### src/hw/rtl/mast_pkg.sv
// shared types and constants for the moving-average silence trimmer
// no dependencies; imported by mast_front, mast_window, mast_bounds and by the top level
`timescale 1ns / 1ps

package mast_pkg;

	// fixed field widths
	localparam int SAMPLE_BITS = 16;
	localparam int INDEX_BITS  = 24;
	localparam int MARGIN_W    = 24;
	localparam int STEPS_W     = 11;
	localparam int THR_W       = 15;

	// register reset values
	localparam int STEPS_RST = 256;
	localparam int THR_RST   = 328;

	// configuration register indexes
	typedef enum logic [1:0] {
		CFG_MARGIN            = 2'd0,
		CFG_WINDOW_STEPS      = 2'd1,
		CFG_SILENCE_THRESHOLD = 2'd2
	} cfg_reg_e;

	typedef struct packed {
		logic signed [SAMPLE_BITS-1:0] sample;
		logic                          last_sample;
	} sample_word_t;

	typedef struct packed {
		logic [INDEX_BITS-1:0] start_index;
		logic [INDEX_BITS:0]   kept_length;
	} trim_word_t;

	// one sample on its way into the window stage
	typedef struct packed {
		logic [SAMPLE_BITS-1:0] lvl;
		logic [INDEX_BITS-1:0]  idx;
		logic [INDEX_BITS-1:0]  start;
		logic [INDEX_BITS:0]    len;
		logic                   active;
		logic                   sub;
		logic                   full;
		logic                   last;
	} win_item_t;

	// raw clip bounds at end of clip
	typedef struct packed {
		logic [INDEX_BITS-1:0] lb;
		logic [INDEX_BITS-1:0] rb;
		logic [INDEX_BITS-1:0] len_m1;
	} bnd_item_t;

endpackage

### src/hw/rtl/mast_bounds.sv
// end-of-clip stage: margin widening, clamping, kept length, output register
// depends on mast_pkg; produces the stall for the whole pipeline
`timescale 1ns / 1ps

module mast_bounds
	import mast_pkg::*;
(
	input  logic                clk,
	input  logic                arst_n,
	input  logic                valid_s2,
	input  bnd_item_t           bnd_s2,
	input  logic [MARGIN_W-1:0] margin,
	input  logic                trim_ready,
	output logic                trim_valid,
	output trim_word_t          trim_word,
	output logic                hold
);

	logic                  valid_s3;
	logic [INDEX_BITS-1:0] lb_s3;
	logic [INDEX_BITS-1:0] rb_s3;
	logic [INDEX_BITS-1:0] margin_x;
	logic [INDEX_BITS-1:0] lb_adj;
	logic [INDEX_BITS:0]   rb_sum;
	logic [INDEX_BITS-1:0] rb_adj;
	logic [INDEX_BITS:0]   kept;

	always_comb begin
		margin_x = INDEX_BITS'(margin);
		lb_adj   = (bnd_s2.lb > margin_x) ? (bnd_s2.lb - margin_x) : '0;
		rb_sum   = {1'b0, bnd_s2.rb} + {1'b0, margin_x};
		rb_adj   = (rb_sum > {1'b0, bnd_s2.len_m1}) ? bnd_s2.len_m1
			: rb_sum[INDEX_BITS-1:0];
		kept     = (rb_s3 >= lb_s3) ? ({1'b0, rb_s3} - {1'b0, lb_s3} + 1'b1) : '0;
		hold     = valid_s3 && trim_valid && !trim_ready;
	end

	always_ff @(posedge clk or negedge arst_n) begin
		if (!arst_n) begin
			valid_s3   <= 1'b0;
			trim_valid <= 1'b0;
		end else begin
			if (!hold) begin
				valid_s3 <= valid_s2;
			end
			if (valid_s3 && !hold) begin
				trim_valid <= 1'b1;
			end else if (trim_ready) begin
				trim_valid <= 1'b0;
			end
		end
	end

	always_ff @(posedge clk) begin
		if (!hold) begin
			lb_s3 <= lb_adj;
			rb_s3 <= rb_adj;
		end
		if (valid_s3 && !hold) begin
			trim_word.start_index <= lb_s3;
			trim_word.kept_length <= kept;
		end
	end

endmodule

### config.mk
export PLATFORM = sky130hd
export DESIGN_NAME = mast_bounds
export DESIGN_NICKNAME = d
export VERILOG_FILES = /design/src/hw/rtl/mast_pkg.sv /design/src/hw/rtl/mast_bounds.sv
export SDC_FILE = /design/constraint.sdc
export NUM_CORES = 1
export LEC_CHECK = 0
export BUFFER_PORTS_ARGS = -buffer_cell sky130_fd_sc_hd__clkbuf_2
export CORE_MARGIN = 5
export CORE_UTILIZATION = 35
export CTS_CLUSTER_DIAMETER = 150
export DETAILED_ROUTE_END_ITERATION = 8
export GPL_TIMING_DRIVEN = 1
export HOLD_SLACK_MARGIN = 0.02
export PLACE_DENSITY = 0.64
export SYNTH_ARGS = -nofsm -noshare
export SYNTH_HDL_FRONTEND = slang
export SYNTH_SLANG_ARGS = --single-unit
### constraint.sdc
create_clock -name clk -period 7.25 [get_ports clk]
set_input_delay 0.3625 -clock clk [delete_from_list [all_inputs] [get_ports clk]]
set_output_delay 0.3625 -clock clk [all_outputs]
set_load 0.05 [all_outputs]
# Word level (Yosys, flattened, before mapping)
# Cells that the tools add are included.
# Widths: inputs -> output; s select.
# word_totals
word_cells	22
reg_bits	99
input_bits	100
out_inout_bits	51
# op_classes
n_addsub	4
muxes	3
n_reduce_logical	6
magnitude_cmp	3
# ops
operator	count
$add 24x24->25	1
$add 25x1->25 const B	1
$gt 25x24->1	1
$sub 24x24->25	1
$ge 24x24->1	1
$gt 24x24->1	1
$mux 24	1
$sub 24x24->24	1
$logic_and 1x1->1	3
$logic_not 1->1	2
$mux 1	2
$reduce_bool 2->1	1

# Depth between registers and ports, before layout
# depth
depth_word	5
depth_mapped	21
depth_no_buf	19

# Least setup slack after synthesis
# Ideal clock, no wire load.
# synth_path
kind	input-to-reg
start	input bnd_s2[24] (netlist name)
end	register rb_s3[10], data pin
slack_ns	2.693
path_buffers	2
setup_time_ns	0.260
cell_stages	21
t_required_ns	6.990
arrival_time_ns	4.296
cell_sequence	ha_1 fa_1 a21oi_1 o21ai_2 a31oi_4 o21ai_1 nor2_1 o21ai_0 xor2_1 ha_1 a21o_1 a211oi_1 nor2_1 o21ai_0 nand2b_1 a221oi_1 a31oi_1 or4b_4 buf_6 buf_12 mux2_4
# synth_between
elab_chain_cells	3
# synth_rtl
element	line	source
start: declaration	mast_bounds.sv:11	input bnd_item_t bnd_s2,
$add 24x24->25 *	mast_bounds.sv:31	rb_sum = {1'b0, bnd_s2.rb} + {1'b0, margin_x};
$gt 25x24->1	mast_bounds.sv:32	rb_adj = (rb_sum > {1'b0, bnd_s2.len_m1}) ? bnd_s2.len_m1
$mux 24 *	mast_bounds.sv:32	
via rb_adj[10]	mast_bounds.sv:25	logic [INDEX_BITS-1:0] rb_adj;
end signal: assignment	mast_bounds.sv:57	rb_s3 <= rb_adj;
end: declaration	mast_bounds.sv:21	logic [INDEX_BITS-1:0] rb_s3;
# The timed path passes the listed nets; every way through them passes the cells marked *.
# A chain may end at the register's enable or synchronous reset.

# Worst setup path in the final report
# layout_path
start	input margin[0]
end	register rb_s3[0], data pin
# layout_between
elab_chain_cells	3
# layout_rtl
element	line	source
start: declaration	mast_bounds.sv:12	input logic [MARGIN_W-1:0] margin,
$add 24x24->25 *	mast_bounds.sv:31	
$gt 25x24->1	mast_bounds.sv:32	
$mux 24 *	mast_bounds.sv:32	
via rb_adj[0]	mast_bounds.sv:25	
# Marked as above.

==> reports/results.ini <==
[logic_synthesis]
ys.flop_type=edfxtp_1
synth_warnings=0
async_flop_share=0.02020
ys_ff_latch=99
netlist_area_um2=8389
synth_cell_type_count=62
synth.avg_cell_area_um2=9.952
ys_seq_area_frac=0.3532
syn-num-nets=1078
synth-edff-count=97
syn-instance-count=843

[layout]
fin_util=0.4174
final_cells=1322
nets=1233
layout_common_cells=clkbuf_2 (150), inv_1 (123), ha_1 (121)
antenna_cells=0
drive_gt1_frac=0.2014
syn_to_final_growth_pct=17.14
final_common_cell=clkbuf_2

[die]
die_x_um=164.8
die_h_um=164.8
design.core.area_um2=23540
dieArea_um2=27170
ios=151
num_rows=56
start_util=0.3563

[setup_path]
critPathKind=primary input to flip-flop
end_kind=flip-flop
crit_arrival_ps=4920
critical_path_depth=20
cp_num_buf_inv=1
reg2reg_depth=15
cp_slowest_cell=or4b_4
path_cells=clkbuf_2 -> ha_1 -> fa_1 -> a21oi_1 -> o21ai_2 -> a31oi_4 -> nand2_1 -> a21o_1 -> a21oi_1 -> xnor2_1 -> ha_1 -> nand4_1 -> nor2_1 -> and3_1 -> o221ai_1 -> o2111ai_1 -> a221oi_1 -> a31oi_1 -> or4b_4 -> mux2_1
cp-start-kind=primary input
crit_family=compound AO/OA/AOI/OAI gates
ff2ff_setup_slack_ps=3540
rr_endpoint=trim_word[23]
required_ps=7350
r2r-start=lb_s3[1]
max_stage_delay_ps=730
critical_path.max_fanout=24

[clocking]
clkLatencyLatePin_ps=350
cts_made_buffers=9
ctsHtreeMaxLevel=3
tritoncts=yes
cts-root-buf=clkbuf_16
ctsLongestPathBuffers=2
clkSlewWorstSetupHoldPaths_ps=70
cts.sinks=99

[hold_path]
hold_path_end=valid_s3
holdCritPathClass=primary input to flip-flop
hold_start=valid_s2
min_path_cells=2

[run_status]
status=completed

[placement]
io_buffers=150
place_hpwl_mm=17.41
place.gp.congestion=0.8760
dp_cells=1305

[routing]
drtIter0Drc=325
drt-total-wl_mm=20.29
wire_per_inst_um=15.35
route.detailed.drc=0
ant_nets=0
detail_route.vias_per_cell=4.807
drtPass1Iterations=4
dr_total_vias=6355

[timing]
slew_headroom=0.2540
finalCritPeriodShare=0.6646
fin_crit_ps=4818
rsz0062_at_grt=no
hold_ws_ps=198.1
finClkSkew_ps=8.513
fin_tns_setup_ps=0
timing_hold_violations_final=0
drv_slew=0
tightestPinTransition_ps=1119
setup_viol_count_final=0
fmax_ghz=0.2075

[global_route]
grt_antenna_before_repair=2
grt_usage=0.1510
grt_pass1_vias=6449
grt_overflow=0
grt_pass1_wl_mm=32.54
grt_start_max_net_pins=51

[run]
maxCapViolCount=0

[power_and_ir_drop]
ir_drop_uv=138.1
design_power_total_mw=2.983
cellLeakagePower_nw=4.639
power_density_nw_per_um2=303.5

==> power by group <==
group | total, mW | internal, mW | switching, mW
clock | 0.538 | 0.313 | 0.225
sequential | 0.888 | 0.828 | 0.0608
combinational | 1.56 | 0.587 | 0.970
==> worst register-to-register path: cells and delay by family (launching register included) <==
kind                     cells  cell delay [ps]
flip-flops                   1              400
buffers and inverters        3              190
AO/OA/AOI/OAI                6             1690
XOR/XNOR                     1              160
AND/OR/NAND/NOR              2              320
adder cells (fa/ha/maj)      3              710
==> metrics by stage <==
step                      worst slack [ps]  instance area [µm²]
after floorplan                       2693                 8389
after global placement                2240                 9475
after detailed placement              2102                 9475
after CTS                             2453                 9827
after global routing                  2183                 9827
final                                 2432                 9827
==> what timing repair did <==
item                                   in CTS  in global routing
hold buffers                                1                  0
setup buffers                               0                  0
endpoints found under the hold margin       2                  0
resized for setup                           0                  0
==> worst max path at each step <==
stage | from | endpoint
after global placement | bnd_s2[24] | rb_s3[0]
final | margin[0] | rb_s3[0]
after CTS | bnd_s2[24] | rb_s3[0]
after floorplan | bnd_s2[24] | rb_s3[10]
after global routing | margin[0] | rb_s3[0]
after detailed placement | bnd_s2[24] | rb_s3[0]
==> synthesized netlist by cell type, drive strengths merged, types with 8 or more instances <==
| master | count | area [µm²] |
|---|---|---|
| xnor2 | 37 | 324.1 |
| nand2 | 36 | 135.1 |
| a31oi | 11 | 83.83 |
| mux2 | 24 | 345.3 |
| nor2b | 10 | 62.56 |
| a211oi | 8 | 60.06 |
| fa | 14 | 280.3 |
| a21o | 19 | 142.6 |
| a21oi | 58 | 290.3 |
| o21bai | 11 | 82.58 |
| inv | 125 | 469.2 |
| nand4 | 13 | 81.33 |
| nand2b | 14 | 87.58 |
| ha | 121 | 1514 |
| edfxtp | 97 | 2913 |
| xor2 | 12 | 105.1 |
| nor3 | 19 | 95.09 |
| nand3 | 9 | 45.04 |
| nor2 | 69 | 259.0 |
| o21ai | 44 | 224.0 |
==> per-layer routing <==
layer	part of all wire	wire length, µm	track usage	vias up
met3	0.046	936	0.02820	24
met1	0.47	9541	0.2036	2894
li1	-	-	-	3314
met2	0.46	9433	0.2492	119
met4	0.018	359	0.04121	4
met5	0.0010	21	0	-
==> kinds of logic (layout without fill, tap and decap cells) <==
logic type,Yosys count,in the layout,share of synthesized area
xor+xnor,49,49,0.05116
compound gates,201,201,0.1576
mux,25,25,0.04236
simple gates,201,201,0.1172
flops,99,99,0.3532
buf+inv,133,293,0.06458
fa+ha+maj,135,135,0.2139
==> flip-flops by register name, indices dropped and copies added (netlist names) <==
signal	count
valid_s3	1
trim_word	49
lb_s3	24
rb_s3	24
trim_valid	1
==> layout make-up <==
class | instances | area, µm²
repair buffers | 152 | 768.2
flip-flops and latches | 99 | 2963
clock buffers | 9 | 225.2
fillers | 2391 | 13720
inverters | 125 | 469.2
clock inverters | 7 | 116.4
multi-input cells | 611 | 4886
well taps | 319 | 399.1
No activity file was read; power rests on OpenSTA's default activity.
