[src/hw/rtl/mast_pkg.sv]
// shared types and constants for the moving-average silence trimmer
// no dependencies; imported by mast_front, mast_window, mast_bounds and by the top level
`timescale 1ns / 1ps

package mast_pkg;

	// fixed field widths
	localparam int SAMPLE_BITS = 16;
	localparam int INDEX_BITS  = 24;
	localparam int MARGIN_W    = 24;
	localparam int STEPS_W     = 11;
	localparam int THR_W       = 15;

	// register reset values
	localparam int STEPS_RST = 256;
	localparam int THR_RST   = 328;

	// configuration register indexes
	typedef enum logic [1:0] {
		CFG_MARGIN            = 2'd0,
		CFG_WINDOW_STEPS      = 2'd1,
		CFG_SILENCE_THRESHOLD = 2'd2
	} cfg_reg_e;

	typedef struct packed {
		logic signed [SAMPLE_BITS-1:0] sample;
		logic                          last_sample;
	} sample_word_t;

	typedef struct packed {
		logic [INDEX_BITS-1:0] start_index;
		logic [INDEX_BITS:0]   kept_length;
	} trim_word_t;

	// one sample on its way into the window stage
	typedef struct packed {
		logic [SAMPLE_BITS-1:0] lvl;
		logic [INDEX_BITS-1:0]  idx;
		logic [INDEX_BITS-1:0]  start;
		logic [INDEX_BITS:0]    len;
		logic                   active;
		logic                   sub;
		logic                   full;
		logic                   last;
	} win_item_t;

	// raw clip bounds at end of clip
	typedef struct packed {
		logic [INDEX_BITS-1:0] lb;
		logic [INDEX_BITS-1:0] rb;
		logic [INDEX_BITS-1:0] len_m1;
	} bnd_item_t;

endpackage

[src/hw/rtl/mast_window.sv]
// window stage: running sum update, qualify test, first/last window tracking
// depends on mast_pkg; takes the delay-line read data from the ram's read register, with stage 1
`timescale 1ns / 1ps

module mast_window
	import mast_pkg::*;
#(
	parameter int TOT_W = 27,
	parameter int PROD_W = 26
) (
	input  logic                   clk,
	input  logic                   arst_n,
	input  logic                   hold,
	input  logic                   valid_s1,
	input  win_item_t              item_s1,
	input  logic [SAMPLE_BITS-1:0] old_level,
	input  logic [PROD_W-1:0]      thr_x_steps,
	output logic                   valid_s2,
	output bnd_item_t              bnd_s2
);

	logic [TOT_W-1:0]      total_q;
	logic                  first_q;
	logic [INDEX_BITS-1:0] first_end_q;
	logic                  any_q;
	logic [INDEX_BITS-1:0] last_start_q;

	logic [TOT_W-1:0]      sum;
	logic [TOT_W-1:0]      old_x;
	logic [TOT_W-1:0]      new_tot;
	logic [TOT_W-1:0]      tot_upd;
	logic                  qual;
	logic                  first_nx;
	logic [INDEX_BITS-1:0] first_end_nx;
	logic                  any_nx;
	logic [INDEX_BITS-1:0] last_start_nx;
	logic                  advance;

	always_comb begin
		sum   = total_q + TOT_W'(item_s1.lvl);
		old_x = TOT_W'(old_level);
		// sum never drops below zero
		if (item_s1.sub) begin
			new_tot = (old_x > sum) ? '0 : (sum - old_x);
		end else begin
			new_tot = sum;
		end
		tot_upd = item_s1.active ? new_tot : total_q;
		qual    = item_s1.active && item_s1.full && (new_tot >= TOT_W'(thr_x_steps));

		first_nx      = first_q || qual;
		first_end_nx  = (qual && !first_q) ? item_s1.idx : first_end_q;
		any_nx        = any_q || qual;
		last_start_nx = qual ? item_s1.start : last_start_q;
		advance       = valid_s1 && !hold;
	end

	always_ff @(posedge clk or negedge arst_n) begin
		if (!arst_n) begin
			total_q      <= '0;
			first_q      <= 1'b0;
			first_end_q  <= '0;
			any_q        <= 1'b0;
			last_start_q <= '0;
			valid_s2     <= 1'b0;
		end else begin
			if (advance) begin
				if (item_s1.last) begin
					total_q      <= '0;
					first_q      <= 1'b0;
					first_end_q  <= '0;
					any_q        <= 1'b0;
					last_start_q <= '0;
				end else begin
					total_q      <= tot_upd;
					first_q      <= first_nx;
					first_end_q  <= first_end_nx;
					any_q        <= any_nx;
					last_start_q <= last_start_nx;
				end
			end
			if (!hold) begin
				valid_s2 <= valid_s1 && item_s1.last;
			end
		end
	end

	// raw bounds, only meaningful on the clip's last sample
	always_ff @(posedge clk) begin
		if (!hold) begin
			bnd_s2.lb     <= first_nx ? first_end_nx : INDEX_BITS'(item_s1.len - 1'b1);
			bnd_s2.rb     <= any_nx ? last_start_nx : '0;
			bnd_s2.len_m1 <= INDEX_BITS'(item_s1.len - 1'b1);
		end
	end

endmodule

[config.mk]
export PLATFORM = sky130hd
export DESIGN_NAME = mast_window
export DESIGN_NICKNAME = d
export VERILOG_FILES = /design/src/hw/rtl/mast_pkg.sv /design/src/hw/rtl/mast_window.sv
export SDC_FILE = /design/constraint.sdc
export NUM_CORES = 1
export LEC_CHECK = 0
export BUFFER_PORTS_ARGS = -buffer_cell sky130_fd_sc_hd__buf_2
export CORE_UTILIZATION = 35
export DETAILED_ROUTE_END_ITERATION = 12
export PLACE_DENSITY = 0.55
export SYNTH_ARGS = -nofsm -noshare
export SYNTH_HDL_FRONTEND = slang
export SYNTH_SLANG_ARGS = --single-unit
[constraint.sdc]
create_clock -name clk -period 6.95 [get_ports clk]
set_clock_uncertainty 0.05 [all_clocks]
set_input_delay 0.3475 -clock clk [delete_from_list [all_inputs] [get_ports clk]]
set_output_delay 0.3475 -clock clk [all_outputs]
set_load 0.05 [all_outputs]
* Word level (Yosys, flattened, before mapping)
Cells that the tools add are included.
Word-level totals: register bits after elaboration 150, latch bits 0, memory bits (writable) 0, ROM bits 0, input bits 139, output and inout bits 73, word-level logic and storage cells 36, memories 0
Cells by class: add/subtract/negate cells 3, multipliers 0, divide/modulo/power cells 0, order comparisons 2, equal/unequal tests 0, shifts and indexed selects 0, multiplexer cells 11, bitwise gates (word level) 0, reduce and logical (&&, ||, !) cells 11
Operators by type and width (number):
- 24-bit two-way mux | 5
- 27-bit two-way mux | 4
- 27-bit by 16-bit adder with 27-bit output | 1
- 27-bit by 26-bit >= comparator with 1-bit output | 1
- 16-bit by 27-bit > comparator with 1-bit output | 1
- 27-bit by 16-bit subtractor with 27-bit output | 1
- 24-bit by 1-bit subtractor with 24-bit output, second input constant | 1
- 1-bit logical AND | 5
- 1-bit logical NOT | 2
- 1-bit logical OR | 2
- 1-bit two-way mux | 2
- 2-bit AND reduction | 1
- 2-bit nonzero test | 1

* Depth between registers and ports, before layout
word-level depth 9, depth in mapped cells 33, depth with buffers taken out 30

* Worst setup path before layout
Ideal clock, no wire load.
kind reg2reg, start register total_q[0], end register bnd_s2[42] in the netlist's numbering, data pin, library setup time 0.254 ns, arrival 7.025 ns, required time 6.646 ns, slack -0.379 ns, stages on the path, launching flop included 31, path buffers 4, period minus slack after synthesis 7.329 ns, cell sequence dfrtp_1 > ha_1 > fa_1 > a21oi_1 > nand4b_1 > nand2_1 > a21oi_1 > nor2b_1 > xnor2_1 > ha_1 > a21oi_1 > o21ai_0 > or4_1 > nand3_1 > nor3b_1 > and3_4 > and2_1 > clkbuf_1 > clkbuf_1 > nor2_1 > ha_1 > nand4_1 > or2_2 > or4_1 > a21o_1 > nand3b_1 > o2bb2ai_1 > clkbuf_1 > clkbuf_1 > nor3_1 > a21o_1
On the way: cells in the longest elaborated chain, start to end 7, elaborated cells between the ends (all ways) 9, those cells by class add/sub: 2; order compare: 2; mux: 3; reduce/logical: 2
RTL lines:
- start, declared | RTL line mast_window.sv:22 | logic [TOT_W-1:0] total_q;
- start signal, assigned | RTL line mast_window.sv:75 | total_q <= tot_upd;
- 27-bit by 16-bit adder with 27-bit output * | RTL line mast_window.sv:40 | sum = total_q + TOT_W'(item_s1.lvl);
- 27-bit by 16-bit subtractor with 27-bit output / 16-bit by 27-bit > comparator with 1-bit output (equally long branches) | RTL line mast_window.sv:44 | new_tot = (old_x > sum) ? '0 : (sum - old_x);
- 27-bit two-way mux | RTL line mast_window.sv:44
- 27-bit two-way mux * | RTL line mast_window.sv:43 | if (item_s1.sub) begin
- 27-bit by 26-bit >= comparator with 1-bit output * | RTL line mast_window.sv:49 | qual = item_s1.active && item_s1.full && (new_tot >= TOT_W'(thr_x_steps));
- 1-bit logical AND * | RTL line mast_window.sv:49
- 24-bit two-way mux / 1-bit logical OR (equally long branches) | RTL line mast_window.sv:54, mast_window.sv:53
- end, declared | RTL line mast_window.sv:19 | output bnd_item_t bnd_s2
Mark *: on every way between the ends. The rest lies on a longest branch, timed or not. A chain may end at the register's enable or synchronous reset.

* Final worst setup path
start register total_q[0], end register last_start_q[0]
On the way: cells in the longest elaborated chain, start to end 8, elaborated cells between the ends (all ways) 9, those cells by class add/sub: 2; order compare: 2; mux: 4; reduce/logical: 1
RTL lines:
- 27-bit by 16-bit adder with 27-bit output * | RTL line mast_window.sv:40
- 27-bit by 16-bit subtractor with 27-bit output / 16-bit by 27-bit > comparator with 1-bit output (equally long branches) | RTL line mast_window.sv:44
- 27-bit two-way mux | RTL line mast_window.sv:44
- 27-bit two-way mux * | RTL line mast_window.sv:43
- 27-bit by 26-bit >= comparator with 1-bit output * | RTL line mast_window.sv:49
- 1-bit logical AND * | RTL line mast_window.sv:49
- 24-bit two-way mux * | RTL line mast_window.sv:54 | last_start_nx = qual ? item_s1.start : last_start_q;
- 24-bit two-way mux * | RTL line mast_window.sv:68 | if (item_s1.last) begin
- end signal, assigned | RTL line mast_window.sv:79 | last_start_q <= last_start_nx;
- end, declared | RTL line mast_window.sv:26 | logic [INDEX_BITS-1:0] last_start_q;
Marks and branches as above.

==> out/metrics.yaml <==
syn_nets: 1467
drive_gt1_share_pct: 30.4
grt.overflow.total: 0
slew_viol_final: 0
hpwl_mm: 24.5
synth_edf_count: 72
finalNetCount: 1727
grt_use_met2_pct: 34.8
place_congestion: 0.882
wire_per_inst_um: 18.8
maxCapViolCount: 0
endpoint_kind: "flip-flop"
drtAntennaViolNets: 0
cts_tree: "yes"
cts_made_buffers: 17
syn2layout_area_growth_pct: 31.1
cp.arrival_ns: 7.00
holdCritPathClass: "in -> reg"
syn_area_per_cell_um2: 8.89
num_vias: 10930
grt_util_met1_pct: 29.3
grt_busiest_layer: "met2"
start_util_pct: 35.6
synthFlopType: "dfrtp_1"
hold_ws_ns: 0.110
grt_usage_pct: 21.5
drc: 0
slowest_stage: "or4_4"
fmax_mhz: 149
fin_area_um2: 14800
die-width_um: 181
crit_buf_inv: 5
die_h_um: 181
synth_seq_cells: 150
period_share_pct: 96.9
io_pins: 212
grt_first_pass_wirelength_mm: 56.5
port_buffers: 210
layout_common_cells: "209 x buf_2, 112 x inv_1, 107 x buf_4"
clkLatencyLatePin_ns: 0.43
finalSetupViolations: 0
ys_types: 71
fin_crit_ns: 6.73
core_um2: 31600
ys_seq_area_share_pct: 36.5
grtUsageMet3_pct: 3.81
hold_viol_final: 0
cellLeakagePower_nw: 6.78
first_iter_violations: 888
worstMarginPinSlew_ns: 1.05
netlist_instances: 1267
antenna_found_initial: 6
syn_area_um2: 11300
firstDrtPassIters: 5
path_delay_family: "compound AO/OA/AOI/OAI gates"
dieArea_um2: 32900
htree_num_levels: 4
relSlewSlack_pct: 30.3
status: "complete, no violations"
p_per_area_nw_per_um2: 500
clock_path_buffers: 2
clockRootBuffer: "clkbuf_16"
viasPerCell: 5.61
cp.required_ns: 7.22
clock_sinks: 150
wirelength_mm: 36.7
clk_pin_slew_worst_paths_ns: 0.07
grt_pass1_vias: 10403
path_max_fanout: 7
post_dp_cell_area_um2: 13300
layout_commonest_cell: "buf_2"
slowest_delay_ns: 0.56
grt_max_degree: 97
rows: 65
critPathLaunchType: "flip-flop"
ys_warn_count: 0
async_flop_share_pct: 52.0
vdd_drop_max_mv: 0.242
path_class: "reg -> reg"
-- timing repair --
action                                  CTS  global route
setup buffers                             1            19
pin swaps                                 2            33
gates resized for setup                   9            72
hold endpoints to repair                 30             0
hold buffers                              1             0
gates cloned                              1             9
endpoints found under the setup margin   86            98
-- final timing paths --
| kind | startpoint | to | cells after the start | slack, ns |
|---|---|---|---|---|
| setup / recovery | total_q[0]$_DFFE_PN0P_ | last_start_q[0]$_DFFE_PN0P_ | 33 | 0.22 |
| hold / removal | item_s1[38] | last_start_q[9]$_DFFE_PN0P_ | 2 | 0.11 |
| setup reg to reg | total_q[0]$_DFFE_PN0P_ | last_start_q[0]$_DFFE_PN0P_ | 33 | 0.22 |
| hold reg to reg | total_q[2]$_DFFE_PN0P_ | total_q[2]$_DFFE_PN0P_ | 2 | 0.44 |
| max in group asynchronous | arst_n | first_q$_DFFE_PN0P_ | 3 | 5.34 |
| min in group asynchronous | arst_n | total_q[11]$_DFFE_PN0P_ | 2 | 0.34 |
-- cells in the mapped netlist, drive strengths merged (6+ instances only) --
| master | count | area [µm²] |
|---|---|---|
| a21oi | 47 | 254 |
| nand4b | 29 | 254 |
| ha | 59 | 738 |
| xnor2 | 46 | 403 |
| xor2 | 17 | 149 |
| a22o | 23 | 201 |
| buf | 20 | 115 |
| nand2 | 106 | 403 |
| nor4 | 29 | 181 |
| a211oi | 10 | 87.6 |
| a31oi | 7 | 43.8 |
| o21a | 31 | 233 |
| a31o | 27 | 236 |
| edfxtp | 72 | 2160 |
| clkbuf | 79 | 299 |
| inv | 113 | 424 |
| nand3 | 35 | 180 |
| o211ai | 29 | 218 |
| nor3 | 45 | 225 |
| a221oi | 47 | 412 |
| nand3b | 6 | 45.0 |
| o21ai | 62 | 310 |
| a21o | 33 | 248 |
| nand4 | 10 | 62.6 |
| dfrtp | 78 | 1950 |
| and3 | 12 | 80.1 |
| nor2b | 8 | 50.1 |
| o41ai | 24 | 210 |
| a211o | 27 | 236 |
| or4 | 8 | 60.1 |
| nor2 | 66 | 248 |
-- metal layers --
metal / wire, µm / up-vias
li1: - / 5287
met1: 16500 / 5280
met2: 17600 / 315
met3: 1960 / 46
met4: 671 / 2
met5: 13 / -
-- final cells by class --
type                    instances  area (µm²)
fillers                      3063       16900
clock inverters                13         183
flip-flops and latches        150        4120
well taps                     402         503
repair buffers                340        2300
multi-input cells             904        6760
inverters                     114         428
clock buffers                  19         454
diodes                          6        15.0
-- registers in the layout, summed over array words and instances, names as in the netlist --
name,flops
bnd_s2,72
last_start_q,24
valid_s2,1
first_q,1
total_q,27
any_q,1
first_end_q,24
-- cells by family after synthesis --
| group | share of synthesized area, % |
|---|---|
| AOI/OAI and AO/OA | 26.3 |
| adders and majority gates | 6.91 |
| and+or+nand+nor | 17.6 |
| buffers and inverters | 7.47 |
| xor gates and xnor gates | 4.90 |
| muxes | 0.367 |
| DFF | 36.5 |
-- per-stage QoR --
| stage | setup WS, ns | total power [mW] | std cells | setup TNS (ns) | utilization, % |
|---|---|---|---|---|---|
| floorplan | 0.112 | 4.49 | 1267 | 0 | - |
| global placement | -0.0785 | 5.86 | 1879 | -3.59 | 42.1 |
| detailed placement | -0.115 | 5.92 | 1879 | -6.83 | 42.1 |
| CTS | 0.0407 | 7.01 | 1914 | 0 | 44.4 |
| global route | -0.0764 | 7.91 | 1945 | -1.91 | 46.6 |
| finish | 0.218 | 7.39 | 1948 | 0 | 46.7 |
-- power breakdown --
part           internal [mW]  total [mW]  switching (mW)
logic                   2.13        4.86            2.73
clock network          0.601        1.03           0.434
registers               1.27        1.50           0.221
No activity file was read; power rests on OpenSTA's default activity.
