File: src/hw/rtl/mast_pkg.sv
// shared types and constants for the moving-average silence trimmer
// no dependencies; imported by mast_front, mast_window, mast_bounds and by the top level
`timescale 1ns / 1ps

package mast_pkg;

	// fixed field widths
	localparam int SAMPLE_BITS = 16;
	localparam int INDEX_BITS  = 24;
	localparam int MARGIN_W    = 24;
	localparam int STEPS_W     = 11;
	localparam int THR_W       = 15;

	// register reset values
	localparam int STEPS_RST = 256;
	localparam int THR_RST   = 328;

	// configuration register indexes
	typedef enum logic [1:0] {
		CFG_MARGIN            = 2'd0,
		CFG_WINDOW_STEPS      = 2'd1,
		CFG_SILENCE_THRESHOLD = 2'd2
	} cfg_reg_e;

	typedef struct packed {
		logic signed [SAMPLE_BITS-1:0] sample;
		logic                          last_sample;
	} sample_word_t;

	typedef struct packed {
		logic [INDEX_BITS-1:0] start_index;
		logic [INDEX_BITS:0]   kept_length;
	} trim_word_t;

	// one sample on its way into the window stage
	typedef struct packed {
		logic [SAMPLE_BITS-1:0] lvl;
		logic [INDEX_BITS-1:0]  idx;
		logic [INDEX_BITS-1:0]  start;
		logic [INDEX_BITS:0]    len;
		logic                   active;
		logic                   sub;
		logic                   full;
		logic                   last;
	} win_item_t;

	// raw clip bounds at end of clip
	typedef struct packed {
		logic [INDEX_BITS-1:0] lb;
		logic [INDEX_BITS-1:0] rb;
		logic [INDEX_BITS-1:0] len_m1;
	} bnd_item_t;

endpackage

File: src/hw/rtl/mast_front.sv
// input stage: level computation, sample counter, delay-line addressing
// depends on mast_pkg; drives the delay-line ram and the window stage
`timescale 1ns / 1ps

module mast_front
	import mast_pkg::*;
#(
	parameter int MAX_WINDOW = 1024,
	parameter int ADDR_W = 10,
	parameter int STEP_W = 11
) (
	input  logic                   clk,
	input  logic                   arst_n,
	input  logic                   accept,
	input  logic                   hold,
	input  sample_word_t           word,
	input  logic [STEP_W-1:0]      eff_steps,
	input  logic [THR_W-1:0]       threshold,
	output logic                   ram_we,
	output logic [ADDR_W-1:0]      ram_waddr,
	output logic [SAMPLE_BITS-1:0] ram_wdata,
	output logic                   ram_re,
	output logic [ADDR_W-1:0]      ram_raddr,
	output logic                   valid_s1,
	output win_item_t              item_s1
);

	logic [INDEX_BITS:0]    seen_q;
	logic [ADDR_W-1:0]      ptr_q;
	logic [ADDR_W-1:0]      ptr_nxt;
	logic                   active;
	logic [INDEX_BITS:0]    seen_nxt;
	logic [INDEX_BITS:0]    steps_x;
	logic                   sub;
	logic                   full;
	logic [STEP_W:0]        ptr_w;
	logic [STEP_W:0]        steps_w;
	logic [STEP_W:0]        old_pos;
	logic [SAMPLE_BITS-1:0] raw;
	logic [SAMPLE_BITS-1:0] mag;
	logic [SAMPLE_BITS-1:0] thr_x;
	logic [SAMPLE_BITS-1:0] lvl;

	// level = max(0, |x| - threshold)
	always_comb begin
		raw   = word.sample;
		mag   = raw[SAMPLE_BITS-1] ? (~raw + 1'b1) : raw;
		thr_x = SAMPLE_BITS'(threshold);
		lvl   = (mag > thr_x) ? (mag - thr_x) : '0;
	end

	always_comb begin
		active   = !seen_q[INDEX_BITS];
		seen_nxt = active ? (seen_q + 1'b1) : seen_q;
		steps_x  = (INDEX_BITS + 1)'(eff_steps);
		sub      = active && (seen_q >= steps_x);
		full     = seen_nxt >= steps_x;
		ptr_nxt  = (ptr_q == ADDR_W'(MAX_WINDOW - 1)) ? '0 : (ptr_q + 1'b1);
		// entry written steps samples ago, modulo the ring depth
		ptr_w    = (STEP_W + 1)'(ptr_q);
		steps_w  = (STEP_W + 1)'(eff_steps);
		old_pos  = (ptr_w >= steps_w) ? (ptr_w - steps_w)
			: (ptr_w + (STEP_W + 1)'(MAX_WINDOW) - steps_w);
	end

	assign ram_we    = accept && active;
	assign ram_waddr = ptr_q;
	assign ram_wdata = lvl;
	assign ram_re    = accept && sub;
	assign ram_raddr = ADDR_W'(old_pos);

	always_ff @(posedge clk or negedge arst_n) begin
		if (!arst_n) begin
			seen_q   <= '0;
			ptr_q    <= '0;
			valid_s1 <= 1'b0;
		end else begin
			if (accept) begin
				if (word.last_sample) begin
					seen_q <= '0;
					ptr_q  <= '0;
				end else if (active) begin
					seen_q <= seen_nxt;
					ptr_q  <= ptr_nxt;
				end
			end
			if (!hold) begin
				valid_s1 <= accept;
			end
		end
	end

	always_ff @(posedge clk) begin
		if (!hold) begin
			item_s1.lvl    <= lvl;
			item_s1.idx    <= seen_q[INDEX_BITS-1:0];
			item_s1.start  <= INDEX_BITS'(seen_nxt - steps_x);
			item_s1.len    <= seen_nxt;
			item_s1.active <= active;
			item_s1.sub    <= sub;
			item_s1.full   <= full;
			item_s1.last   <= word.last_sample;
		end
	end

endmodule

File: config.mk
export PLATFORM = sky130hd
export DESIGN_NAME = mast_front
export DESIGN_NICKNAME = d
export VERILOG_FILES = /design/src/hw/rtl/mast_pkg.sv /design/src/hw/rtl/mast_front.sv
export SDC_FILE = /design/constraint.sdc
export NUM_CORES = 1
export LEC_CHECK = 0
export ABC_AREA = 0
export ABC_CLOCK_PERIOD_IN_PS = 4850
export BUFFER_PORTS_ARGS = -buffer_cell sky130_fd_sc_hd__buf_2
export CORE_MARGIN = 3
export CORE_UTILIZATION = 30
export CTS_BUF_LIST = sky130_fd_sc_hd__clkbuf_16
export CTS_CLUSTER_DIAMETER = 150
export DETAILED_ROUTE_END_ITERATION = 10
export SLEW_MARGIN = 20
export SYNTH_ARGS = -nofsm -noshare
export SYNTH_HDL_FRONTEND = slang
export SYNTH_SLANG_ARGS = --single-unit
File: constraint.sdc
create_clock -name clk -period 4.85 [get_ports clk]
set_input_delay 0.2425 -clock clk [delete_from_list [all_inputs] [get_ports clk]]
set_output_delay 0.2425 -clock clk [all_outputs]
set_load 0.01 [all_outputs]
After elaboration in Yosys (flattened, before gate mapping)
Index checks and enable logic that the tools add are counted.

cells by class
  add/sub/neg operators = 8
  multiply operators = 0
  divide/modulo/power cells = 0
  magnitude comparators = 4
  eq/ne operators = 2
  shifts and indexed selects = 0
  mux-type cells = 9
  bitwise logic cells = 1
  reduce and logical (&&, ||, !) cells = 5

operators by type and width
  cell                                                              number
  25-bit 2-to-1 mux                                                 3
  25-bit by 11-bit greater-or-equal comparator with 1-bit output    2
  10-bit 2-to-1 mux                                                 4
  16-bit 2-to-1 mux                                                 2
  25-bit by 1-bit adder with 25-bit output (second input constant)  1
  24-bit by 11-bit subtractor with 24-bit output                    1
  10-bit by 1-bit adder with 10-bit output (second input constant)  2
  10-bit subtractor                                                 2
  16-bit by 1-bit adder with 16-bit output (second input constant)  1
  16-bit by 15-bit greater-than comparator with 1-bit output        1
  16-bit NOT                                                        1
  16-bit by 15-bit subtractor with 16-bit output                    1
  10-bit by 11-bit greater-or-equal comparator with 1-bit output    1
  10-bit equality test (second input constant)                      1
  1-bit logical AND                                                 3
  2-bit != test (second input constant)                             1
  2-bit AND reduction                                               1
  1-bit zero test                                                   1

storage, ports and cells
  flip-flop bits (word level) = 129
  bits in latches = 0
  bits in writable memories = 0
  bits in read-only memories = 0
  bits of input ports = 47
  output and inout bits = 132
  word-level logic and storage cells = 41
  memories = 0

Longest topological paths before layout
Gate-level depths: netlist (run 1).

  word-level depth = 5
  mapped depth = 16
  mapped depth without buffers = 15

Worst setup path before layout (run 1)
OpenSTA, ideal clock, no wires.

  kind = input -> register
  from = input word[1] (netlist bit)
  to = register item_s1[86] (netlist bit) (data pin)
  library setup time = 0.287 ns
  arrival = 3.293 ns
  required time = 4.563 ns
  path slack = 1.270 ns
  stages on the path = 14
  path buffers = 1
  cells stage by stage = or3_1 -> or3b_1 -> or2_1 -> o21ai_0 -> xnor2_1 -> ha_1 -> a21oi_1 -> o21bai_1 -> a21oi_1 -> o21ai_0 -> a2111o_1 -> a21oi_2 -> buf_6 -> a21oi_1

between the ends
  longest elaborated chain between the ends = 5
  elaborated cells on any way between the ends = 6
  classes of those cells = add/sub (2); order compare (1); mux (2); bitwise (1)

ends and longest elaborated chain
  what                                                                                                                          line              text
  start: declaration                                                                                                            mast_front.sv:16  input sample_word_t word,
  16-bit NOT                                                                                                                    mast_front.sv:47  mag = raw[SAMPLE_BITS-1] ? (~raw + 1'b1) : raw;
  16-bit by 1-bit adder with 16-bit output                                                                                      mast_front.sv:47
  16-bit 2-to-1 mux *                                                                                                           mast_front.sv:47
  16-bit by 15-bit subtractor with 16-bit output or 16-bit by 15-bit greater-than comparator with 1-bit output (tied branches)  mast_front.sv:49  lvl = (mag > thr_x) ? (mag - thr_x) : '0;
  16-bit 2-to-1 mux *                                                                                                           mast_front.sv:49
  named net ram_wdata[9]                                                                                                        mast_front.sv:21  output logic [SAMPLE_BITS-1:0] ram_wdata,
  end: declaration                                                                                                              mast_front.sv:25  output win_item_t item_s1

The timed path passes the listed nets; every way through them passes the cells marked *.
A chain may end at the register's enable or synchronous reset.

Worst setup path after layout (run 1)
  from = input word[1] (netlist bit)
  to = output ram_wdata[3]

between the ends
  longest elaborated chain between the ends = 5
  elaborated cells on any way between the ends = 6
  classes of those cells = add/sub (2); order compare (1); mux (2); bitwise (1)

ends and longest elaborated chain
  what                                                                                                                          line
  16-bit NOT                                                                                                                    mast_front.sv:47
  16-bit by 1-bit adder with 16-bit output                                                                                      mast_front.sv:47
  16-bit 2-to-1 mux *                                                                                                           mast_front.sv:47
  16-bit by 15-bit subtractor with 16-bit output or 16-bit by 15-bit greater-than comparator with 1-bit output (tied branches)  mast_front.sv:49
  16-bit 2-to-1 mux *                                                                                                           mast_front.sv:49
  end: declaration                                                                                                              mast_front.sv:21

Mark *: on every way between the ends. The rest lies on a longest branch, timed or not.

==> flow_results.xml, run 1 <==
<?xml version="1.0" encoding="UTF-8"?>
<metrics>
  <group name="run_status">
    <metric name="status" unit="">complete, no violations</metric>
  </group>
  <group name="layout">
    <metric name="syn2layout_area_growth" unit="%">25.3</metric>
    <metric name="multi_input_area" unit="sq um">3620</metric>
    <metric name="antenna_cells_inserted" unit="">0</metric>
    <metric name="register_area" unit="sq um">3690</metric>
    <metric name="fin_nets" unit="">997</metric>
    <metric name="post_layout_nonfiller_instances" unit="">1234</metric>
    <metric name="fillers" unit="">2473</metric>
    <metric name="layout-drive-gt1-share" unit="%">26.6</metric>
  </group>
  <group name="timing">
    <metric name="finalCritPeriodShare" unit="%">87.0</metric>
    <metric name="final-setup-viol-count" unit="">0</metric>
    <metric name="rsz0062_at_grt" unit="">false</metric>
    <metric name="fmax" unit="MHz">237</metric>
    <metric name="slew_viol_final" unit="">0</metric>
    <metric name="fin_hold_ws" unit="ns">0.116</metric>
    <metric name="fin_crit" unit="ns">4.22</metric>
    <metric name="hold_violations" unit="">0</metric>
    <metric name="totalNegativeSetupSlack" unit="ns">0</metric>
    <metric name="max_slew.worst_pin.slew" unit="ns">0.972</metric>
    <metric name="clock_skew" unit="ns">0.0182</metric>
    <metric name="slew-limit-headroom" unit="%">35.1</metric>
  </group>
  <group name="detailed_routing">
    <metric name="routed-via-count" unit="">6035</metric>
    <metric name="post_drt_wl_per_cell" unit="um">16.5</metric>
    <metric name="drt-total-wl" unit="um">20300</metric>
    <metric name="postRouteAntennaNets" unit="">0</metric>
    <metric name="total_iterations_of_the_first_detailed_routing_run" unit="">5</metric>
    <metric name="detail_route.iter0.violations" unit="">295</metric>
    <metric name="viasPerCell" unit="">4.89</metric>
    <metric name="drc" unit="">0</metric>
  </group>
  <group name="worst_hold_path">
    <metric name="hold_path.startpoint" unit="">accept</metric>
    <metric name="hold_depth" unit="">2</metric>
    <metric name="holdCritPathClass" unit="">in -&gt; reg</metric>
  </group>
  <group name="yosys">
    <metric name="postSynthCellCount" unit="">710</metric>
    <metric name="yosysUniqueCellTypes" unit="">69</metric>
    <metric name="asyncSetResetFlopFracSynth" unit="%">27.9</metric>
    <metric name="synthesis.area" unit="sq um">7620</metric>
    <metric name="dominantRegCellSynth" unit="">sky130_fd_sc_hd__edfxtp_1</metric>
    <metric name="ys_seq_area_share" unit="%">48.5</metric>
    <metric name="syn_nets" unit="">810</metric>
    <metric name="synth.avg_cell_area" unit="sq um">10.7</metric>
    <metric name="yosys_synthesis_warning_count" unit="">0</metric>
    <metric name="synth-edff-count" unit="">93</metric>
    <metric name="postSynthRegisterBits" unit="">129</metric>
  </group>
  <group name="worst_setup_path">
    <metric name="critical_path.slowest_cell" unit="">sky130_fd_sc_hd__a2111o_1</metric>
    <metric name="critPathMaxStageDelay" unit="ns">0.44</metric>
    <metric name="timing.rr.start" unit="">seen_q[1]$_DFFE_PN0P_</metric>
    <metric name="cp_cell_sequence" unit="">buf_2, or3_1, or3b_1, or2_1, o21ai_0, xnor2_1, ha_1, a21oi_1, o21bai_1, a21oi_1, o21ai_0, a2111o_1, a21oi_2, buf_4, nor3_1, buf_2</metric>
    <metric name="critical_path.top_delay_family" unit="">compound AO/OA/AOI/OAI gates</metric>
    <metric name="critical_path_class" unit="">in -&gt; out</metric>
    <metric name="crit_required" unit="ns">4.61</metric>
    <metric name="worstRegToRegCells" unit="">11</metric>
    <metric name="arrival" unit="ns">3.97</metric>
    <metric name="crit_path_start_kind" unit="">input port</metric>
    <metric name="crit_start" unit="">word[1]</metric>
    <metric name="worstPathBufferInverterCount" unit="">3</metric>
    <metric name="worstPathMaxFanout" unit="">11</metric>
    <metric name="critical_path.endpoint_type" unit="">primary output</metric>
    <metric name="worst-path-stages" unit="">16</metric>
  </group>
  <group name="clock_tree">
    <metric name="ctsHtreeMaxLevel" unit="">4</metric>
    <metric name="tritoncts" unit="">yes</metric>
    <metric name="tritoncts.num_buffers" unit="">17</metric>
    <metric name="cts.repair.resized" unit="">0</metric>
    <metric name="cell_chosen_for_the_clock_root" unit="">sky130_fd_sc_hd__clkbuf_16</metric>
    <metric name="clock-sinks" unit="">129</metric>
    <metric name="cts.path.max_buffers" unit="">2</metric>
    <metric name="clk_pin_slew" unit="ns">0.06</metric>
    <metric name="worstSkewPairLatency" unit="ns">0.42</metric>
  </group>
  <group name="die">
    <metric name="io_pins" unit="">179</metric>
    <metric name="std_cell_rows" unit="">57</metric>
    <metric name="start_util" unit="%">30.9</metric>
    <metric name="design.core.area" unit="sq um">24700</metric>
    <metric name="dieHeight" unit="um">165</metric>
    <metric name="die_outline_area" unit="sq um">27400</metric>
    <metric name="die_x" unit="um">165</metric>
  </group>
  <group name="flow_run">
    <metric name="max_cap_viol_count" unit="">0</metric>
  </group>
  <group name="grt">
    <metric name="antenna_found_initial" unit="">0</metric>
    <metric name="globalRouteOverflowTotal" unit="">0</metric>
    <metric name="global_route_wire_length_before_repair" unit="um">33000</metric>
    <metric name="largest_net_degree_at_the_start_of_global_routing" unit="">61</metric>
    <metric name="gr-usage-all-layers" unit="%">15.4</metric>
    <metric name="number_of_global_route_vias_before_repair" unit="">5973</metric>
  </group>
  <group name="power_and_ir_drop">
    <metric name="peakVddDrop" unit="mV">0.178</metric>
    <metric name="power-per-cell-area" unit="nW/um^2">345</metric>
    <metric name="leakage" unit="nW">4.43</metric>
  </group>
  <group name="place">
    <metric name="placed_cells" unit="">1201</metric>
    <metric name="hpwlAfterDp" unit="um">15700</metric>
    <metric name="placement.io_buffers" unit="">178</metric>
    <metric name="gpl.final_weighted_congestion" unit="">0.800</metric>
  </group>
</metrics>
## worst reg2reg max path, cell delays in order, from the launching register on
cell and delay [ns]:
sky130_fd_sc_hd__dfrtp_1 0.50, sky130_fd_sc_hd__ha_1 0.29, sky130_fd_sc_hd__nand4b_4 0.21, sky130_fd_sc_hd__xnor2_1 0.30, sky130_fd_sc_hd__ha_1 0.34, sky130_fd_sc_hd__a21o_1 0.20
sky130_fd_sc_hd__or3_1 0.30, sky130_fd_sc_hd__o21ai_1 0.31, sky130_fd_sc_hd__o2111a_1 0.38, sky130_fd_sc_hd__nand4_1 0.24, sky130_fd_sc_hd__nor3_2 0.29, sky130_fd_sc_hd__nand4_1 0.11
## cell usage after synthesis (3+ instances only)
library cell	count	area share, %
sky130_fd_sc_hd__nor4_1	7	0.57
sky130_fd_sc_hd__nor3_1	16	1.1
sky130_fd_sc_hd__o21ai_1	3	0.20
sky130_fd_sc_hd__fa_1	3	0.79
sky130_fd_sc_hd__nor2_1	47	2.3
sky130_fd_sc_hd__nand2_1	48	2.4
sky130_fd_sc_hd__xor2_1	18	2.1
sky130_fd_sc_hd__a22o_1	10	1.1
sky130_fd_sc_hd__o41ai_1	3	0.34
sky130_fd_sc_hd__o21a_1	9	0.89
sky130_fd_sc_hd__nor3_2	4	0.53
sky130_fd_sc_hd__a21boi_0	5	0.49
sky130_fd_sc_hd__a21o_1	12	1.2
sky130_fd_sc_hd__clkbuf_1	10	0.49
sky130_fd_sc_hd__ha_1	50	8.2
sky130_fd_sc_hd__o211ai_1	4	0.39
sky130_fd_sc_hd__buf_2	3	0.20
sky130_fd_sc_hd__nand3_1	20	1.3
sky130_fd_sc_hd__o21ai_0	43	2.8
sky130_fd_sc_hd__nand2b_1	13	1.1
sky130_fd_sc_hd__edfxtp_1	93	37
sky130_fd_sc_hd__o31ai_1	6	0.59
sky130_fd_sc_hd__and3_1	10	0.82
sky130_fd_sc_hd__nor2b_1	9	0.74
sky130_fd_sc_hd__a31oi_1	3	0.25
sky130_fd_sc_hd__inv_1	62	3.1
sky130_fd_sc_hd__a211oi_1	4	0.39
sky130_fd_sc_hd__dfrtp_1	36	12
sky130_fd_sc_hd__nor3b_1	3	0.30
sky130_fd_sc_hd__and4_1	3	0.34
sky130_fd_sc_hd__nand4_1	15	1.2
sky130_fd_sc_hd__or2_2	5	0.41
sky130_fd_sc_hd__or3_1	7	0.57
sky130_fd_sc_hd__xnor2_1	56	6.4
sky130_fd_sc_hd__a21oi_1	27	1.8
## per-layer routing
layer  vias up  wire length (um)  track usage, %
li1       2951                 -               -
met1      2884              8880            19.8
met2       176              9960            26.1
met3        24              1130            2.99
met4         0               364            4.80
met5         -                 0               0
## final cells by class
class	count	area share (%)
flip-flops and latches	129	38.7
well taps	324	4.24
multi-input cells	502	37.9
clock buffers	17	4.45
repair buffers	183	9.75
clock inverters	15	2.41
inverters	64	2.54
## stage by stage
step           setup slack (ns)  utilization, %  instance area [sq um]  total power, mW
6_report                  0.633            38.7                   9550             3.29
4_1_cts                   0.661            38.7                   9550             3.34
3_3_place_gp              0.716            36.0                   8890             1.88
3_5_place_dp              0.666            36.0                   8890             1.88
2_1_floorplan              1.27               -                   7620             1.66
5_1_grt                   0.397            38.7                   9550             3.45
## final timing paths
path                                       endpoint  slack [ns]
min in group asynchronous  ram_waddr[1]$_DFFE_PN0P_        0.51
hold reg to reg                valid_s1$_DFFE_PN0N_        0.51
setup / recovery                       ram_wdata[3]        0.63
setup reg to reg               item_s1[1]$_DFFE_PN_        1.11
hold / removal             ram_waddr[6]$_DFFE_PN0P_        0.12
max in group asynchronous    seen_q[21]$_DFFE_PN0P_        3.76
## sequential cells by signal (all words and copies together), names as in the netlist
name / flops
ram_waddr: 10
valid_s1: 1
item_s1: 93
seen_q: 25
## where the power goes
part	switching (mW)	leakage, nW	total (mW)	internal, mW
Sequential	0.0328	1.40	1.29	1.26
Clock	0.519	0.316	1.44	0.919
Combinational	0.339	2.72	0.566	0.227
## cell families after synthesis
| kind of cell | count (synthesis) | share of synthesized area (%) |
|---|---|---|
| AOI/OAI and AO/OA | 144 | 12.3 |
| xor gates and xnor gates | 75 | 8.72 |
| adders and majority gates | 53 | 9.00 |
| buffers and inverters | 79 | 4.09 |
| DFF | 129 | 48.5 |
| muxes | 4 | 0.558 |
| and+or+nand+nor | 226 | 16.9 |
## timing repair
action | 4_1_cts | 5_1_grt
endpoints found under the hold margin | 36 | 0
buffers inserted | 0 | 0
hold buffers | 1 | 0
## layout by cell type, fill, tap and decap left out, types with 20 or more instances in the layout
cell type	synthesis	final
sky130_fd_sc_hd__buf_2	3	178
sky130_fd_sc_hd__edfxtp_1	93	93
sky130_fd_sc_hd__inv_1	62	62
sky130_fd_sc_hd__xnor2_1	56	56
sky130_fd_sc_hd__ha_1	50	50
sky130_fd_sc_hd__nand2_1	48	48
sky130_fd_sc_hd__nor2_1	47	46
sky130_fd_sc_hd__o21ai_0	43	43
sky130_fd_sc_hd__dfrtp_1	36	36
sky130_fd_sc_hd__a21oi_1	27	27
sky130_fd_sc_hd__nand3_1	20	20
Power figures use the tool's default switching activity.
==> run 2, diff against run 1 <==
- CORE_ASPECT_RATIO: default -> 0.6
==> flow_results.xml, run 2 (synthesized netlist as in run 1, its figures left out) <==
<?xml version="1.0" encoding="UTF-8"?>
<metrics>
  <group name="place">
    <metric name="gpl.final_weighted_congestion" unit="">0.837</metric>
    <metric name="hpwlAfterDp" unit="um">17700</metric>
    <metric name="detailedPlace.worstSlack" unit="ns">0.572</metric>
    <metric name="placed_cells" unit="">1206</metric>
    <metric name="placement.io_buffers" unit="">178</metric>
    <metric name="placedInstanceArea" unit="sq um">8930</metric>
  </group>
  <group name="die">
    <metric name="dieHeight" unit="um">129</metric>
    <metric name="std_cell_rows" unit="">44</metric>
    <metric name="io_pins" unit="">179</metric>
    <metric name="die_outline_area" unit="sq um">27400</metric>
    <metric name="start_util" unit="%">31.0</metric>
    <metric name="design.core.area" unit="sq um">24600</metric>
    <metric name="die_x" unit="um">212</metric>
  </group>
  <group name="timing">
    <metric name="final-setup-viol-count" unit="">0</metric>
    <metric name="slew-limit-headroom" unit="%">38.6</metric>
    <metric name="slew_viol_final" unit="">0</metric>
    <metric name="rsz0062_at_grt" unit="">false</metric>
    <metric name="fin_crit" unit="ns">4.31</metric>
    <metric name="final_setup_slack_of_the_worst_path" unit="ns">0.545</metric>
    <metric name="fmax" unit="MHz">232</metric>
    <metric name="finalCritPeriodShare" unit="%">88.8</metric>
    <metric name="hold_violations" unit="">0</metric>
    <metric name="max_slew.worst_pin.slew" unit="ns">0.922</metric>
    <metric name="totalNegativeSetupSlack" unit="ns">0</metric>
    <metric name="clock_skew" unit="ns">0.0103</metric>
  </group>
  <group name="worst_setup_path">
    <metric name="crit_path_start_kind" unit="">input port</metric>
    <metric name="critical_path_class" unit="">in -&gt; out</metric>
    <metric name="crit_required" unit="ns">4.61</metric>
    <metric name="critical_path.top_delay_family" unit="">compound AO/OA/AOI/OAI gates</metric>
    <metric name="critPathMaxStageDelay" unit="ns">0.45</metric>
    <metric name="arrival" unit="ns">4.06</metric>
    <metric name="critical_path.slowest_cell" unit="">sky130_fd_sc_hd__a2111o_1</metric>
    <metric name="worstPathBufferInverterCount" unit="">3</metric>
    <metric name="critical_path.endpoint_type" unit="">primary output</metric>
    <metric name="cp_cell_sequence" unit="">buf_2, or3_1, or3b_1, or2_1, o21ai_0, xnor2_1, ha_1, a21oi_1, o21bai_1, a21oi_1, o21ai_0, a2111o_1, a21oi_2, buf_4, nor3_1, buf_2</metric>
    <metric name="worstPathMaxFanout" unit="">11</metric>
  </group>
  <group name="power_and_ir_drop">
    <metric name="switching_share" unit="%">27.7</metric>
    <metric name="power-per-cell-area" unit="nW/um^2">337</metric>
    <metric name="power.share.combinational" unit="%">18.0</metric>
    <metric name="p_sw" unit="uW">892</metric>
    <metric name="leakage" unit="nW">4.46</metric>
    <metric name="peakVddDrop" unit="mV">0.171</metric>
    <metric name="internal_power" unit="mW">2.32</metric>
    <metric name="power.share.sequential" unit="%">40.1</metric>
    <metric name="share_clk_of_total_power" unit="%">41.9</metric>
  </group>
  <group name="detailed_routing">
    <metric name="wirelength_met1" unit="um">12400</metric>
    <metric name="highest_layer" unit="">met4</metric>
    <metric name="drc" unit="">0</metric>
    <metric name="postRouteAntennaNets" unit="">0</metric>
    <metric name="drt-total-wl" unit="um">22700</metric>
    <metric name="routed-via-count" unit="">6201</metric>
    <metric name="post_drt_wl_per_cell" unit="um">18.3</metric>
    <metric name="viasPerCell" unit="">5.00</metric>
    <metric name="detail_route.iter0.violations" unit="">577</metric>
    <metric name="dr_wl_met3" unit="um">1490</metric>
    <metric name="total_iterations_of_the_first_detailed_routing_run" unit="">6</metric>
    <metric name="met2_length" unit="um">8560</metric>
  </group>
  <group name="grt">
    <metric name="largest_net_degree_at_the_start_of_global_routing" unit="">52</metric>
    <metric name="globalRouteOverflowTotal" unit="">0</metric>
    <metric name="number_of_global_route_vias_before_repair" unit="">5839</metric>
    <metric name="gr-usage-all-layers" unit="%">16.7</metric>
    <metric name="global_route_wire_length_before_repair" unit="um">34600</metric>
    <metric name="antenna_found_initial" unit="">0</metric>
  </group>
  <group name="clock_tree">
    <metric name="holdBufCountCts" unit="">1</metric>
    <metric name="cts.repair.resized" unit="">0</metric>
    <metric name="tritoncts" unit="">yes</metric>
    <metric name="cell_chosen_for_the_clock_root" unit="">sky130_fd_sc_hd__clkbuf_16</metric>
    <metric name="worstSkewPairLatency" unit="ns">0.42</metric>
    <metric name="ctsHtreeMaxLevel" unit="">4</metric>
    <metric name="cts.path.max_buffers" unit="">2</metric>
    <metric name="clk_pin_slew" unit="ns">0.06</metric>
    <metric name="clock-sinks" unit="">129</metric>
    <metric name="post-cts-setup-buffers" unit="">0</metric>
    <metric name="tritoncts.num_buffers" unit="">17</metric>
  </group>
  <group name="layout">
    <metric name="largest-register" unit="">item_s1</metric>
    <metric name="final_common_cell" unit="">sky130_fd_sc_hd__buf_2</metric>
    <metric name="stdcell_area" unit="sq um">9550</metric>
    <metric name="antenna_cells_inserted" unit="">0</metric>
    <metric name="layout-drive-gt1-share" unit="%">26.8</metric>
    <metric name="syn2layout_area_growth" unit="%">25.3</metric>
    <metric name="top_library_cells_by_usage_in_the_layout_fill_and_taps_aside" unit="">sky130_fd_sc_hd__buf_2, sky130_fd_sc_hd__edfxtp_1, sky130_fd_sc_hd__inv_1, sky130_fd_sc_hd__xnor2_1, sky130_fd_sc_hd__ha_1</metric>
    <metric name="largest_register_ffs" unit="">93</metric>
    <metric name="post_layout_nonfiller_instances" unit="">1239</metric>
    <metric name="fin_nets" unit="">1004</metric>
  </group>
  <group name="flow_run">
    <metric name="max_cap_viol_count" unit="">0</metric>
  </group>
  <group name="worst_hold_path">
    <metric name="holdCritPathClass" unit="">in -&gt; reg</metric>
  </group>
  <group name="run_status">
    <metric name="status" unit="">complete, no violations</metric>
  </group>
</metrics>
## run 2: cell count changes in the layout (fill, tap and decap cells not counted), sizes merged
cell / change
buf: +7
clkinv: +4
bufinv: -2
clkinvlp: -2
clkbuf: +1
inv: -1
## run 2: cell type report
type	count	area, sq um
well taps	322	403
inverters	64	241
repair buffers	190	983
multi-input cells	502	3620
flip-flops and latches	129	3690
clock inverters	14	159
fillers	2450	15000
clock buffers	18	450
## run 2: worst reg2reg max path, stage by stage, from the launching register on
cell,delay (ns)
sky130_fd_sc_hd__dfrtp_1,0.53
sky130_fd_sc_hd__inv_1,0.23
sky130_fd_sc_hd__ha_1,0.37
sky130_fd_sc_hd__ha_1,0.20
sky130_fd_sc_hd__inv_1,0.06
sky130_fd_sc_hd__fa_1,0.40
sky130_fd_sc_hd__a21oi_1,0.34
sky130_fd_sc_hd__o221ai_1,0.24
sky130_fd_sc_hd__nand3_1,0.21
sky130_fd_sc_hd__o2111a_1,0.31
sky130_fd_sc_hd__nand3_2,0.13
sky130_fd_sc_hd__or3b_1,0.46
sky130_fd_sc_hd__xnor2_1,0.16
## run 2: metrics by stage
stage	hold slack (ns)	total power, mW	utilization, %
after floorplan	-0.0531	1.66	-
after global placement	0.426	1.88	36.4
after detailed placement	0.419	1.89	36.4
after CTS	0.0746	3.25	38.9
after global routing	0.0895	3.37	38.9
final	0.0996	3.22	38.9
## run 2: power by group through the flow
stage	Combinational [mW]	Sequential [mW]	Clock, mW
global route	0.649	1.30	1.42
CTS	0.585	1.29	1.38
floorplan	0.326	1.34	0
detailed placement	0.582	1.31	0
finish	0.579	1.29	1.35
global placement	0.574	1.31	0
## run 2: worst paths after layout
| path | start | to | slack, ns | cells past startpoint |
|---|---|---|---|---|
| worst max-delay path | word[1] | ram_wdata[3] | 0.54 | 16 |
| worst min-delay path | hold | valid_s1$_DFFE_PN0N_ | 0.1 | 2 |
| worst max register to register | seen_q[24]$_DFFE_PN0P_ | item_s1[49]$_DFFE_PN_ | 0.95 | 12 |
| worst min register to register | valid_s1$_DFFE_PN0N_ | valid_s1$_DFFE_PN0N_ | 0.51 | 1 |
| max in group asynchronous | arst_n | seen_q[11]$_DFFE_PN0P_ | 3.77 | 2 |
| min in group asynchronous | arst_n | valid_s1$_DFFE_PN0N_ | 0.48 | 2 |
## run 2: per-layer routing
layer	vias up	GRT usage, %
met3	12	4.28
li1	2980	-
met1	2999	27.5
met2	210	21.0
met4	0	3.82
met5	-	0
==> run 3, diff against run 2 <==
- PLACE_DENSITY: default -> 0.59
- SKIP_LAST_GASP: default -> 1
==> flow_results.xml, run 3 (synthesized netlist as in run 1, its figures left out) <==
<?xml version="1.0" encoding="UTF-8"?>
<metrics>
  <group name="run_status">
    <metric name="status" unit="">complete, no violations</metric>
  </group>
  <group name="timing">
    <metric name="fin_hold_ws" unit="ns">0.114</metric>
    <metric name="fin_crit" unit="ns">4.33</metric>
    <metric name="rsz0062_at_grt" unit="">false</metric>
    <metric name="slew-limit-headroom" unit="%">38.1</metric>
    <metric name="final-setup-viol-count" unit="">0</metric>
    <metric name="final_setup_slack_of_the_worst_path" unit="ns">0.521</metric>
    <metric name="slew_viol_final" unit="">0</metric>
    <metric name="totalNegativeSetupSlack" unit="ns">0</metric>
    <metric name="finalCritPeriodShare" unit="%">89.3</metric>
    <metric name="max_slew.worst_pin.slew" unit="ns">0.928</metric>
    <metric name="fmax" unit="MHz">231</metric>
    <metric name="hold_violations" unit="">0</metric>
    <metric name="clock_skew" unit="ns">0.0110</metric>
  </group>
  <group name="place">
    <metric name="hpwlAfterDp" unit="um">17600</metric>
    <metric name="gpl.final_weighted_congestion" unit="">0.843</metric>
    <metric name="placement.io_buffers" unit="">178</metric>
    <metric name="detailedPlace.worstSlack" unit="ns">0.574</metric>
    <metric name="placed_cells" unit="">1202</metric>
  </group>
  <group name="detailed_routing">
    <metric name="post_drt_wl_per_cell" unit="um">18.3</metric>
    <metric name="detail_route.iter0.violations" unit="">484</metric>
    <metric name="postRouteAntennaNets" unit="">0</metric>
    <metric name="total_iterations_of_the_first_detailed_routing_run" unit="">7</metric>
    <metric name="routed-via-count" unit="">6199</metric>
    <metric name="drc" unit="">0</metric>
    <metric name="drt-total-wl" unit="um">22600</metric>
    <metric name="viasPerCell" unit="">5.02</metric>
  </group>
  <group name="layout">
    <metric name="layout-drive-gt1-share" unit="%">26.4</metric>
    <metric name="antenna_cells_inserted" unit="">0</metric>
    <metric name="fin_nets" unit="">1000</metric>
    <metric name="syn2layout_area_growth" unit="%">24.5</metric>
    <metric name="fillers" unit="">2489</metric>
    <metric name="final_common_cell" unit="">sky130_fd_sc_hd__buf_2</metric>
    <metric name="largest-register" unit="">item_s1</metric>
    <metric name="post_layout_nonfiller_instances" unit="">1235</metric>
    <metric name="top_library_cells_by_usage_in_the_layout_fill_and_taps_aside" unit="">sky130_fd_sc_hd__buf_2, sky130_fd_sc_hd__edfxtp_1, sky130_fd_sc_hd__inv_1, sky130_fd_sc_hd__xnor2_1, sky130_fd_sc_hd__ha_1</metric>
    <metric name="largest_register_ffs" unit="">93</metric>
  </group>
  <group name="clock_tree">
    <metric name="cell_chosen_for_the_clock_root" unit="">sky130_fd_sc_hd__clkbuf_16</metric>
    <metric name="clock-sinks" unit="">129</metric>
    <metric name="post-cts-setup-buffers" unit="">0</metric>
    <metric name="cts.repair.resized" unit="">0</metric>
    <metric name="worstSkewPairLatency" unit="ns">0.42</metric>
    <metric name="clk_pin_slew" unit="ns">0.06</metric>
    <metric name="tritoncts.num_buffers" unit="">17</metric>
    <metric name="cts.path.max_buffers" unit="">2</metric>
    <metric name="tritoncts" unit="">yes</metric>
    <metric name="ctsHtreeMaxLevel" unit="">4</metric>
  </group>
  <group name="power_and_ir_drop">
    <metric name="peakVddDrop" unit="mV">0.175</metric>
    <metric name="leakage" unit="nW">4.43</metric>
    <metric name="power-per-cell-area" unit="nW/um^2">333</metric>
  </group>
  <group name="die">
    <metric name="design.core.area" unit="sq um">24600</metric>
    <metric name="io_pins" unit="">179</metric>
    <metric name="die_outline_area" unit="sq um">27400</metric>
    <metric name="start_util" unit="%">31.0</metric>
    <metric name="die_x" unit="um">212</metric>
    <metric name="dieHeight" unit="um">129</metric>
    <metric name="std_cell_rows" unit="">44</metric>
  </group>
  <group name="worst_setup_path">
    <metric name="critical_path.endpoint_type" unit="">primary output</metric>
    <metric name="arrival" unit="ns">4.09</metric>
    <metric name="critical_path_class" unit="">in -&gt; out</metric>
    <metric name="critPathMaxStageDelay" unit="ns">0.44</metric>
    <metric name="worstPathMaxFanout" unit="">11</metric>
    <metric name="worstPathBufferInverterCount" unit="">3</metric>
    <metric name="critical_path.top_delay_family" unit="">compound AO/OA/AOI/OAI gates</metric>
    <metric name="cp_cell_sequence" unit="">buf_2, or3_1, or3b_1, or2_1, o21ai_0, xnor2_1, ha_1, a21oi_1, o21bai_1, a21oi_1, o21ai_0, a2111o_1, a21oi_2, buf_4, nor3_1, buf_2</metric>
    <metric name="critical_path.slowest_cell" unit="">sky130_fd_sc_hd__a2111o_1</metric>
    <metric name="crit_required" unit="ns">4.61</metric>
    <metric name="crit_path_start_kind" unit="">input port</metric>
  </group>
  <group name="grt">
    <metric name="global_route_wire_length_before_repair" unit="um">34700</metric>
    <metric name="gr-usage-all-layers" unit="%">16.8</metric>
    <metric name="globalRouteOverflowTotal" unit="">0</metric>
    <metric name="number_of_global_route_vias_before_repair" unit="">5848</metric>
    <metric name="antenna_found_initial" unit="">0</metric>
    <metric name="largest_net_degree_at_the_start_of_global_routing" unit="">51</metric>
  </group>
  <group name="flow_run">
    <metric name="max_cap_viol_count" unit="">0</metric>
  </group>
  <group name="worst_hold_path">
    <metric name="holdCritPathClass" unit="">in -&gt; reg</metric>
  </group>
</metrics>
## run 3: metrics by stage
| stage | utilization, % | instance area [sq um] | power (mW) |
|---|---|---|---|
| final | 38.7 | 9490 | 3.16 |
| after global routing | 38.7 | 9490 | 3.31 |
| after CTS | 38.7 | 9490 | 3.20 |
| after detailed placement | 36.3 | 8900 | 1.89 |
| after global placement | 36.3 | 8900 | 1.88 |
| after floorplan | - | 7620 | 1.66 |
## run 3: area by class of cell
class / instances / area [sq um] / area share [%]
Clock buffer: 17 / 425 / 4.48
Sequential cell: 129 / 3690 / 38.9
Clock inverter: 15 / 154 / 1.62
Tap cell: 322 / 403 / 4.24
Inverter: 64 / 243 / 2.56
Timing Repair Buffer: 186 / 953 / 10.0
Multi-Input combinational cell: 502 / 3620 / 38.1
## run 3: repair_timing
| action | in CTS | in global routing |
|---|---|---|
| hold buffers | 1 | 0 |
| endpoints found under the hold margin | 35 | 0 |
| endpoints found under the setup margin | 0 | 0 |
## run 3: final timing paths
| path | start | end | slack, ns | cells after the start |
|---|---|---|---|---|
| worst max-delay path | word[1] | ram_wdata[3] | 0.52 | 16 |
| worst min-delay path | hold | valid_s1$_DFFE_PN0N_ | 0.11 | 2 |
| worst max register to register | seen_q[24]$_DFFE_PN0P_ | item_s1[49]$_DFFE_PN_ | 1.04 | 12 |
| worst min register to register | valid_s1$_DFFE_PN0N_ | valid_s1$_DFFE_PN0N_ | 0.51 | 1 |
| max in group asynchronous | arst_n | seen_q[13]$_DFFE_PN0P_ | 3.76 | 2 |
| min in group asynchronous | arst_n | valid_s1$_DFFE_PN0N_ | 0.50 | 2 |
## run 3: routing by layer
layer	GRT usage (%)	part of all wire, %
met1	28.0	54
met2	20.7	38
met3	4.94	7.9
met4	2.83	0.43
met5	0	0
## run 3: power breakdown
group | internal [mW] | switching, mW
clock | 0.796 | 0.496
combinational | 0.227 | 0.352
sequential | 1.26 | 0.0323
total | 2.28 | 0.880
